===== config.mk =====
export PLATFORM = sky130hd
export DESIGN_NAME = mmh3_queue
export DESIGN_NICKNAME = d
export VERILOG_FILES = /design/src/sv/murmur3_x64_128_hash_unit_macros.svh /design/src/sv/mmh3_pkg.sv /design/src/sv/mmh3_queue.sv
export SDC_FILE = /design/constraint.sdc
export NUM_CORES = 1
export LEC_CHECK = 0
export BUFFER_PORTS_ARGS = -buffer_cell sky130_fd_sc_hd__buf_4
export CAP_MARGIN = 15
export CORE_MARGIN = 3
export CORE_UTILIZATION = 30
export CTS_BUF_LIST = sky130_fd_sc_hd__clkbuf_4 sky130_fd_sc_hd__clkbuf_8
export CTS_CLUSTER_DIAMETER = 120
export DETAILED_ROUTE_END_ITERATION = 8
export PLACE_DENSITY = 0.59
export SLEW_MARGIN = 0
export SYNTH_ARGS = -nofsm -noshare
export SYNTH_HDL_FRONTEND = slang
export SYNTH_SLANG_ARGS = --single-unit
export TNS_END_PERCENT = 10

===== constraint.sdc =====
create_clock -name clk_i -period 6.66 [get_ports clk_i]
set_input_delay 1.332 -clock clk_i [delete_from_list [all_inputs] [get_ports clk_i]]
set_output_delay 1.332 -clock clk_i [all_outputs]
set_load 0.01 [all_outputs]

===== src/sv/murmur3_x64_128_hash_unit_macros.svh =====
// ----------------------------------------------------------------------------
// Assertion macros for the hash unit
// Clocked on clk_i, with checking held off while rst_ni is low.
// ----------------------------------------------------------------------------
`ifndef MURMUR3_X64_128_HASH_UNIT_MACROS_SVH
`define MURMUR3_X64_128_HASH_UNIT_MACROS_SVH

// Consequent checked at the same edge as the antecedent
`define MMH3_ASSERT_SAME(lbl, ante, cons, msg) \
  lbl: assert property (@(posedge clk_i) disable iff (!rst_ni) (ante) |-> (cons)) \
    else $error(msg);

// Consequent checked at the edge after the antecedent
`define MMH3_ASSERT_NEXT(lbl, ante, cons, msg) \
  lbl: assert property (@(posedge clk_i) disable iff (!rst_ni) (ante) |=> (cons)) \
    else $error(msg);

`endif


===== src/sv/mmh3_pkg.sv =====
// ----------------------------------------------------------------------------
// mmh3_pkg
// Types and constants shared by the 128-bit x64 MurmurHash3 unit.
// ----------------------------------------------------------------------------
package mmh3_pkg;

  localparam logic [63:0] MIX_C1 = 64'h87c3_7b91_1142_53d5;
  localparam logic [63:0] MIX_C2 = 64'h4cf5_ad43_2745_937f;
  localparam logic [63:0] MIX_N1 = 64'h0000_0000_52dc_e729;
  localparam logic [63:0] MIX_N2 = 64'h0000_0000_3849_5ab5;
  localparam logic [63:0] FMIX_F1 = 64'hff51_afd7_ed55_8ccd;
  localparam logic [63:0] FMIX_F2 = 64'hc4ce_b9fe_1a85_ec53;

  localparam logic [4:0] BLOCK_BYTES = 5'd16;

  localparam int MMH3_QUEUE_DEPTH = 2;

  typedef struct packed {
    logic [63:0] data_low;
    logic [63:0] data_high;
    logic [4:0]  byte_count;
    logic        is_last;
  } in_item_t;

  typedef struct packed {
    logic [63:0] hash_first;
    logic [63:0] hash_second;
  } out_item_t;

  // Classified block as handed from the front end to the core
  typedef struct packed {
    logic [63:0] word_lo;
    logic [63:0] word_hi;
    logic [4:0]  byte_count;
    logic        is_last;
    logic        full_block;
    logic        mix_lo;
    logic        mix_hi;
  } cmd_t;

  typedef struct packed {
    logic busy;
    logic key_start;
  } core_stat_t;

endpackage


===== src/sv/mmh3_queue.sv =====
// ----------------------------------------------------------------------------
// mmh3_queue
// Short FIFO of classified blocks between the front end and the core.
// ----------------------------------------------------------------------------
module mmh3_queue
  import mmh3_pkg::*;
#(
  parameter int Depth = MMH3_QUEUE_DEPTH
) (
  input  logic clk_i,
  input  logic rst_ni,
  input  logic push_i,
  input  cmd_t data_i,
  output logic full_o,
  output logic valid_o,
  input  logic pop_i,
  output cmd_t data_o
);

  localparam int AddrW = (Depth > 1) ? $clog2(Depth) : 1;
  localparam int CntW  = $clog2(Depth + 1);

  cmd_t             mem_q [Depth];
  logic [AddrW-1:0] wr_ptr_q, wr_ptr_d;
  logic [AddrW-1:0] rd_ptr_q, rd_ptr_d;
  logic [CntW-1:0]  count_q, count_d;

  assign full_o  = (count_q == CntW'(Depth));
  assign valid_o = (count_q != '0);
  assign data_o  = mem_q[rd_ptr_q];

  always_comb begin
    wr_ptr_d = wr_ptr_q;
    rd_ptr_d = rd_ptr_q;
    count_d  = count_q;
    if (push_i) begin
      wr_ptr_d = (wr_ptr_q == AddrW'(Depth - 1)) ? '0 : wr_ptr_q + 1'b1;
    end
    if (pop_i) begin
      rd_ptr_d = (rd_ptr_q == AddrW'(Depth - 1)) ? '0 : rd_ptr_q + 1'b1;
    end
    if (push_i && !pop_i) begin
      count_d = count_q + 1'b1;
    end else if (pop_i && !push_i) begin
      count_d = count_q - 1'b1;
    end
  end

  always_ff @(posedge clk_i or negedge rst_ni) begin
    if (!rst_ni) begin
      wr_ptr_q <= '0;
      rd_ptr_q <= '0;
      count_q  <= '0;
    end else begin
      wr_ptr_q <= wr_ptr_d;
      rd_ptr_q <= rd_ptr_d;
      count_q  <= count_d;
    end
  end

  always_ff @(posedge clk_i) begin
    if (push_i) begin
      mem_q[wr_ptr_q] <= data_i;
    end
  end

endmodule


==> flow_summary.json <==
{
  "outcome": "finished, final reports clean",
  "yosys.area_share.simple": 0.00284,
  "syn_area_per_cell_um2": 22.9,
  "nets": 901,
  "wl_per_cell_um": 17.5,
  "core-area_mm2": 0.0329,
  "cp-start-kind": "flip-flop",
  "die_area_mm2": 0.0360,
  "mostFrequentLayoutCells": "buf_4 (279), edfxtp_1 (274), mux2_2 (137)",
  "ys_seq_area_frac": 0.823,
  "layout_commonest_cell": "buf_4",
  "max_stage_delay_ns": 1.02,
  "gp_congestion": 0.732,
  "grt_pass1_wl_mm": 32.3,
  "postRouteAntennaNets": 0,
  "cp.required_ns": 5.33,
  "hp-class": "flip-flop to flip-flop",
  "critPathSlowestCell": "dfrtp_4",
  "worstHoldStart": "count_q[1]$_DFFE_PN0P_",
  "netlist_instances": 442,
  "portBuffers": 279,
  "fp-row-count": 66,
  "cts.clk_slew.worst_paths_ns": 0.06,
  "startpoint": "rd_ptr_q$_DFFE_PN0P_",
  "grt_setup_unrepaired": "false",
  "ir_worst_vdd_mv": 0.214,
  "synth_top_family_by_area": "multiplexers",
  "tns_ns": 0,
  "viasPerCell": 4.23,
  "post-place-cells": 1151,
  "numCtsBuffers": 48,
  "synthMuxAreaShare": 0.152,
  "cts_setup_buffers": 0,
  "drc_errors": 0,
  "r2r_setup_slack_ns": 4.57,
  "worstSetupPathType": "flip-flop to output pin",
  "design.portCount": 280,
  "n_antenna_cell": 0,
  "cts_sinks": 278,
  "min_period_over_period": 0.600,
  "dp_hpwl_mm": 13.5,
  "root_buffer": "clkbuf_8",
  "drv_slew": 0,
  "yosysWarningCount": 0,
  "cts_resized": 0,
  "antenna_found_initial": 0,
  "synth_compound_area_frac": 0,
  "skew_ns": 0.0142,
  "synthXorXnorAreaFrac": 0.00433,
  "crit_path_end_kind": "output pin",
  "htree_levels": 2,
  "final.fill_count": 3107,
  "synth.cell_area_mm2": 0.0101,
  "cellLeakagePower_nw": 5.03,
  "vias": 5223,
  "chipHeight_um": 190,
  "worstMarginPinSlew_ns": 0.948,
  "synthAdderAreaFrac": 0.00124,
  "drv_cap": 0,
  "grt_pass1_vias": 5780,
  "drive_gt1_frac": 0.620,
  "start_util": 0.308,
  "grt_max_degree": 138,
  "r2r-start": "wr_ptr_q$_DFFE_PN0P_",
  "firstDrtPassIters": 4,
  "cp_cell_sequence": "buf_12, mux2_2, buf_4",
  "relSlewSlack": 0.368,
  "layout.cells.non_filler": 1234,
  "ctsHoldBuffers": 0,
  "cts_tree": "built",
  "synth_cell_types": 13,
  "post-route-util": 0.412,
  "clock.fmax_mhz": 250,
  "first_iter_violations": 228,
  "cts_buffer_depth": 3,
  "syn-num-nets": 584,
  "period_needed_ns": 4.00,
  "track_usage": 0.116,
  "hold_viol_final": 0,
  "crit_arrival_ns": 2.67,
  "total_power_mw": 5.54,
  "crit_fanout": 74,
  "wl_mm": 21.6,
  "setup_viol": 0,
  "overflow": 0,
  "area_growth_syn_to_layout_pct": 33.8,
  "clk_latency_ns": 0.55,
  "synth_seq_cells": 278,
  "die_x_um": 190,
  "p_per_area_mw_per_mm2": 409
}
critical path: cells and delay by family, from the launching register on:
family / cells / cell delay [ns]
flops: 1 / 1.02
buf+inv: 2 / 0.55
mux: 1 / 0.40
layer usage:
layer / routed length (um) / global-route usage
met1: 8030 / 0.126
met2: 10700 / 0.195
met3: 2100 / 0.0503
met4: 751 / 0.0532
met5: 0 / 0
per-stage QoR:
stage	worst slack [ns]	hold WS, ns	instance area, um2
floorplan	1.32	0.447	10100
global placement	3.16	0.465	12700
detailed placement	3.14	0.470	12700
CTS	2.49	0.482	13500
global route	2.47	0.507	13500
finish	2.66	0.479	13500
logic make-up (layout without fill, tap and decap cells):
| family | count (synthesis) | in the layout |
|---|---|---|
| DFF | 278 | 278 |
| adders and majority gates | 1 | 1 |
| muxes | 137 | 137 |
| buffers and inverters | 16 | 366 |
| xor gates and xnor gates | 5 | 5 |
| and+or+nand+nor | 5 | 5 |
Yosys cell counts:
master,n,area share
edfxtp_1,274,0.81
mux2_2,137,0.15
buf_6,14,0.016
dfrtp_1,4,0.0099
xor2_1,4,0.0035
nor2b_1,2,0.0012
and2_1,1,0.00062
buf_2,1,0.00049
ha_1,1,0.0012
inv_1,1,0.00037
nor2_1,1,0.00037
or2_2,1,0.00062
xnor2_1,1,0.00087
final timing paths:
path,to,cells after the start
max reg2reg,mem_q[1][74]$_DFFE_PP_,2
min,count_q[1]$_DFFE_PN0P_,1
min in group asynchronous,rd_ptr_q$_DFFE_PN0P_,1
min reg2reg,count_q[1]$_DFFE_PN0P_,1
max in group asynchronous,rd_ptr_q$_DFFE_PN0P_,1
max,data_o[61],3
cell type report:
cell class / count / area, um2 / area share
Sequential cell: 278 / 8330 / 0.615
Timing Repair Buffer: 282 / 2150 / 0.159
Multi-Input combinational cell: 148 / 1640 / 0.121
Clock buffer: 65 / 795 / 0.0586
Tap cell: 442 / 553 / 0.0408
Clock inverter: 18 / 71.3 / 0.00526
Inverter: 1 / 3.75 / 0.000277
where the power goes:
| group | leakage, nW | switching (mW) | internal [mW] |
|---|---|---|---|
| Combinational | 1.96 | 0.773 | 0.884 |
| Sequential | 2.62 | 0.154 | 2.33 |
| Clock | 0.461 | 0.641 | 0.765 |
state kept, by name, summed over array words and instances, names as in the netlist:
| name | cells |
|---|---|
| rd_ptr_q | 1 |
| count_q | 2 |
| wr_ptr_q | 1 |
| mem_q | 274 |
(Power assumes the default switching activity.)
