$ cat src/sv/murmur3_x64_128_hash_unit_macros.svh
// ----------------------------------------------------------------------------
// Assertion macros for the hash unit
// Clocked on clk_i, with checking held off while rst_ni is low.
// ----------------------------------------------------------------------------
`ifndef MURMUR3_X64_128_HASH_UNIT_MACROS_SVH
`define MURMUR3_X64_128_HASH_UNIT_MACROS_SVH

// Consequent checked at the same edge as the antecedent
`define MMH3_ASSERT_SAME(lbl, ante, cons, msg) \
  lbl: assert property (@(posedge clk_i) disable iff (!rst_ni) (ante) |-> (cons)) \
    else $error(msg);

// Consequent checked at the edge after the antecedent
`define MMH3_ASSERT_NEXT(lbl, ante, cons, msg) \
  lbl: assert property (@(posedge clk_i) disable iff (!rst_ni) (ante) |=> (cons)) \
    else $error(msg);

`endif

$ cat src/sv/mmh3_pkg.sv
// ----------------------------------------------------------------------------
// mmh3_pkg
// Types and constants shared by the 128-bit x64 MurmurHash3 unit.
// ----------------------------------------------------------------------------
package mmh3_pkg;

  localparam logic [63:0] MIX_C1 = 64'h87c3_7b91_1142_53d5;
  localparam logic [63:0] MIX_C2 = 64'h4cf5_ad43_2745_937f;
  localparam logic [63:0] MIX_N1 = 64'h0000_0000_52dc_e729;
  localparam logic [63:0] MIX_N2 = 64'h0000_0000_3849_5ab5;
  localparam logic [63:0] FMIX_F1 = 64'hff51_afd7_ed55_8ccd;
  localparam logic [63:0] FMIX_F2 = 64'hc4ce_b9fe_1a85_ec53;

  localparam logic [4:0] BLOCK_BYTES = 5'd16;

  localparam int MMH3_QUEUE_DEPTH = 2;

  typedef struct packed {
    logic [63:0] data_low;
    logic [63:0] data_high;
    logic [4:0]  byte_count;
    logic        is_last;
  } in_item_t;

  typedef struct packed {
    logic [63:0] hash_first;
    logic [63:0] hash_second;
  } out_item_t;

  // Classified block as handed from the front end to the core
  typedef struct packed {
    logic [63:0] word_lo;
    logic [63:0] word_hi;
    logic [4:0]  byte_count;
    logic        is_last;
    logic        full_block;
    logic        mix_lo;
    logic        mix_hi;
  } cmd_t;

  typedef struct packed {
    logic busy;
    logic key_start;
  } core_stat_t;

endpackage

$ cat src/sv/mmh3_front.sv
// ----------------------------------------------------------------------------
// mmh3_front
// Accepts input transactions and classifies each block as full or tail,
// masking unused bytes, before it enters the queue.
// ----------------------------------------------------------------------------
module mmh3_front
  import mmh3_pkg::*;
(
  input  logic     in_valid_i,
  output logic     in_ready_o,
  input  in_item_t in_data_i,
  input  logic     full_i,
  output logic     push_o,
  output cmd_t     cmd_o
);

  function automatic logic [63:0] byte_mask(input logic [3:0] n);
    logic [63:0] m;
    for (int i = 0; i < 8; i++) begin
      m[8*i +: 8] = (4'(i) < n) ? 8'hff : 8'h00;
    end
    return m;
  endfunction

  logic [4:0] cnt_sat;
  logic [4:0] cnt_eff;
  logic [3:0] lo_bytes;
  logic [3:0] hi_bytes;

  assign in_ready_o = !full_i;
  assign push_o     = in_valid_i && !full_i;

  // Saturate oversize counts; a block that is not last always counts in full
  assign cnt_sat  = (in_data_i.byte_count > BLOCK_BYTES) ? BLOCK_BYTES : in_data_i.byte_count;
  assign cnt_eff  = in_data_i.is_last ? cnt_sat : BLOCK_BYTES;
  assign lo_bytes = (cnt_eff >= 5'd8) ? 4'd8 : cnt_eff[3:0];
  assign hi_bytes = 4'(cnt_eff - 5'd8);

  always_comb begin
    cmd_o.word_lo    = in_data_i.data_low & byte_mask(lo_bytes);
    cmd_o.word_hi    = in_data_i.data_high & byte_mask(hi_bytes);
    cmd_o.byte_count = cnt_eff;
    cmd_o.is_last    = in_data_i.is_last;
    cmd_o.full_block = (cnt_eff == BLOCK_BYTES);
    cmd_o.mix_lo     = (cnt_eff != 5'd0);
    cmd_o.mix_hi     = (cnt_eff > 5'd8);
  end

endmodule

$ cat config.mk
export PLATFORM = sky130hd
export DESIGN_NAME = mmh3_front
export DESIGN_NICKNAME = d
export VERILOG_FILES = /design/src/sv/murmur3_x64_128_hash_unit_macros.svh /design/src/sv/mmh3_pkg.sv /design/src/sv/mmh3_front.sv
export SDC_FILE = /design/constraint.sdc
export NUM_CORES = 1
export LEC_CHECK = 0
export ABC_CLOCK_PERIOD_IN_PS = 1900
export BUFFER_PORTS_ARGS = -buffer_cell sky130_fd_sc_hd__buf_4
export CORE_AREA = 2 2 107 109
export DETAILED_ROUTE_END_ITERATION = 10
export DIE_AREA = 0 0 109 111
export GPL_ROUTABILITY_DRIVEN = 0
export PLACE_DENSITY = 0.48
export RECOVER_POWER = 100
export SLEW_MARGIN = 5
export SYNTH_ARGS = -nofsm -noshare
export SYNTH_HDL_FRONTEND = slang
export SYNTH_SLANG_ARGS = --single-unit
$ cat constraint.sdc
create_clock -name vclk -period 1.9
set_input_delay 0.38 -clock vclk [all_inputs]
set_output_delay 0.38 -clock vclk [all_outputs]
set_load 0.02 [all_outputs]
==> impl_results.rst <==
.. list-table::
   :header-rows: 1

   * - Metric
     - Value
   * - Initial antenna violation count
     - 0
   * - Top post-synthesis cells by area
     - sky130_fd_sc_hd__a21boi_0 (39%), sky130_fd_sc_hd__a21boi_1 (22%), sky130_fd_sc_hd__nor2b_1 (19%), sky130_fd_sc_hd__buf_2 (5.1%), sky130_fd_sc_hd__nor3b_2 (3.2%)
   * - Site row count
     - 39
   * - Critical Setup Path Class
     - in2out
   * - Die width
     - 109 um
   * - Maximum number of pins on one net before global-route repair
     - 35
   * - Antenna-violating nets left
     - 0
   * - Average instance area after synthesis
     - 6.996 um^2
   * - Port Buffer Count
     - 275
   * - Synthesized net count
     - 305
   * - Setup tns final
     - 0 ps
   * - Post CTS Setup Buffer Count
     - 0
   * - Setup-failing EPs final
     - 0
   * - Critical Path Source Type
     - primary input
   * - Core footprint
     - 0.01108 mm^2
   * - Post-synthesis adder-cell area fraction
     - 0%
   * - Final Routed Wirelength
     - 8.192 mm
   * - Startpoint of the lowest-slack hold path
     - full_i
   * - Post-synthesis compound-gate area fraction
     - 61.80%
   * - Rel. slew slack
     - 70.54%
   * - Die height
     - 111 um
   * - Flop pwr share
     - 0%
   * - Area enclosed by the die boundary
     - 0.01210 mm^2
   * - Combinational share of power
     - 100.0%
   * - Number of max-cap violations
     - 0
   * - Result of the run
     - finished clean
   * - Net count reported at finish
     - 574
   * - Proportion of synthesized area in mux cells
     - 0%
   * - Pleak
     - 1.417 nW
   * - Worst endpoint required time
     - 1520 ps
   * - Share of total power in the clock network
     - 0%
   * - Share of the core filled with cells in the final layout
     - 27.86%
   * - Cell mode on critical path
     - sky130_fd_sc_hd__buf_4
   * - Cell breakdown of the critical path
     - buf_4 -> and4bb_2 -> a21boi_0 -> buf_4
   * - RSZ-0062 raised after global routing
     - no
   * - Max Fclk
     - 572.3 MHz
   * - Most frequent cell after synthesis
     - sky130_fd_sc_hd__a21boi_0
   * - Number of iterations in the first detailed-routing pass
     - 4
   * - Sequential share of the synthesized area
     - 0%
   * - Count of final max-slew check failures
     - 0
   * - Number of vias per cell
     - 3.934
   * - Number of hold violations in the final report
     - 0
   * - Drt wl/cell
     - 14.15 um
   * - Net Sw Power
     - 0.4522 mW
   * - Overall global routing resource usage
     - 11.47%
   * - Antenna diode instance count
     - 0
   * - Fin crit share
     - 91.96%
   * - I/O pin count
     - 275
   * - Post-detailed-route DRC marker count
     - 0
   * - Number of distinct library cells after synthesis
     - 18
   * - Area Growth Syn to Fin
     - 161.0%
   * - P per Cell Area
     - 270.3 mW/mm^2
   * - Hold crit path type
     - in2out
   * - Yosys Warn Count
     - 0
   * - DP Wirelength
     - 7.057 mm
   * - Overflow after GRT
     - 0
   * - Global-route wire length before repair
     - 11.16 mm
   * - Worst supply voltage drop on vdd
     - 0.08818 mV
   * - Violation count after the first detailed-routing iteration
     - 31
   * - Critical Path AT
     - 1370 ps
   * - Post-Synth XOR/XNOR Area
     - 0%
   * - Post-synthesis cell area
     - 0.001182 mm^2
   * - Via count of the first global-routing pass
     - 2187
   * - Worst Max-Slew Pin Slew
     - 440.9 ps
   * - Internal
     - 0.3818 mW
   * - Crit path time final
     - 1747 ps
   * - FFs & Latches
     - 0
   * - Master of the slowest instance on the critical path
     - sky130_fd_sc_hd__and4bb_2
   * - Simple-gate area share of the yosys netlist
     - 29.63%
   * - Total of clock buffers placed in the layout
     - 0
   * - Number of resized instances in the post-cts repair step
     - 0
   * - Via total after detailed routing
     - 2278
   * - Combined flip-flop and latch cell area
     - 0 um^2
   * - Slowest cell delay on critical path
     - 480 ps
   * - Most numerous cell types in the synthesized netlist
     - sky130_fd_sc_hd__a21boi_0 (61), sky130_fd_sc_hd__a21boi_1 (35), sky130_fd_sc_hd__nor2b_1 (35)
   * - Synth Instances
     - 169
   * - Proportion of netlist area held by the largest area contributor
     - 38.73%
   * - Starting density of the core
     - 10.67%
   * - Final-layout fill cell count
     - 1285
   * - Switching share of total power
     - 54.22%
   * - Maximum net fanout on the critical path
     - 16
   * - Total area of multi-input combinational cells
     - 0.001087 mm^2
   * - Critical Path Sink Type
     - output pin
   * - Share of layout cells above drive strength 1
     - 43.12%
   * - Largest family of logic cells by synthesized area
     - compound AO/OA/AOI/OAI gates
   * - Worst setup path startpoint
     - in_data_i[3]
   * - Largest area contributor in the synthesized netlist
     - sky130_fd_sc_hd__a21boi_0
   * - CTS Hold Buffers Added
     - 0
cell families after synthesis:
logic type | after synthesis
AO/OA/AOI/OAI | 98
AND/OR/NAND/NOR | 50
buffers and inverters | 21
worst max-delay path, delay by kind of cell:
kind | cells | cell delay (ps)
and+or+nand+nor | 1 | 480
buffers and inverters | 2 | 350
AOI/OAI and AO/OA | 1 | 150
final cells by class:
cell class	count	share of cell area [%]
Inverter	3	0.3650
Multi-Input combinational cell	148	35.24
Tap cell	143	5.799
Timing Repair Buffer	285	58.60
final timing paths:
kind | to | slack, ps | cells past startpoint
setup / recovery | cmd_o[30] | 150 | 4
hold / removal | in_ready_o | 1020 | 3
metrics by stage:
| stage | cell area, um^2 | cells | worst slack (ps) | power, mW | hold WS, ps |
|---|---|---|---|---|---|
| after detailed placement | 3480 | 579 | 166.7 | 0.9634 | 1014 |
| final | 3085 | 579 | 152.7 | 0.8340 | 1023 |
| after global placement | 3480 | 579 | 196.3 | 0.9613 | 1011 |
| after global routing | 3085 | 579 | 70.51 | 0.8940 | 1050 |
| after CTS | 3480 | 579 | 164.4 | 0.9655 | 1014 |
| after floorplan | 1182 | 169 | 53.85 | 0.4148 | 836.6 |
placed cells by master (no fill, tap or decap):
cell and count:
sky130_fd_sc_hd__a21boi_0 83, sky130_fd_sc_hd__a21boi_1 13, sky130_fd_sc_hd__a21oi_1 1, sky130_fd_sc_hd__and2_0 2, sky130_fd_sc_hd__and2_1 1, sky130_fd_sc_hd__and3b_1 1, sky130_fd_sc_hd__and4bb_2 1, sky130_fd_sc_hd__buf_12 5
sky130_fd_sc_hd__buf_4 174, sky130_fd_sc_hd__clkbuf_1 103, sky130_fd_sc_hd__clkbuf_2 3, sky130_fd_sc_hd__inv_1 3, sky130_fd_sc_hd__nand2_1 3, sky130_fd_sc_hd__nand3_1 1, sky130_fd_sc_hd__nor2_1 1, sky130_fd_sc_hd__nor2b_1 35
sky130_fd_sc_hd__nor3_2 1, sky130_fd_sc_hd__nor3b_2 2, sky130_fd_sc_hd__nor3b_4 1, sky130_fd_sc_hd__nor4b_4 1, sky130_fd_sc_hd__o21ai_1 1
power groups by stage:
stage	registers [mW]	logic, mW	clock network, mW
floorplan	0	0.415	0
detailed placement	0	0.963	0
global route	0	0.894	0
global placement	0	0.961	0
finish	0	0.834	0
CTS	0	0.966	0
layer usage:
| metal | part of all wire (%) | wire length, um | vias up | track usage, % |
|---|---|---|---|---|
| met5 | 0 | 0 | - | 0 |
| met4 | 0 | 0 | 0 | 0 |
| met3 | 11 | 926 | 0 | 2.234 |
| met2 | 55 | 4466 | 156 | 24.72 |
| met1 | 34 | 2799 | 991 | 11.37 |
| li1 | - | - | 1131 | - |
(Power assumes the default switching activity.)
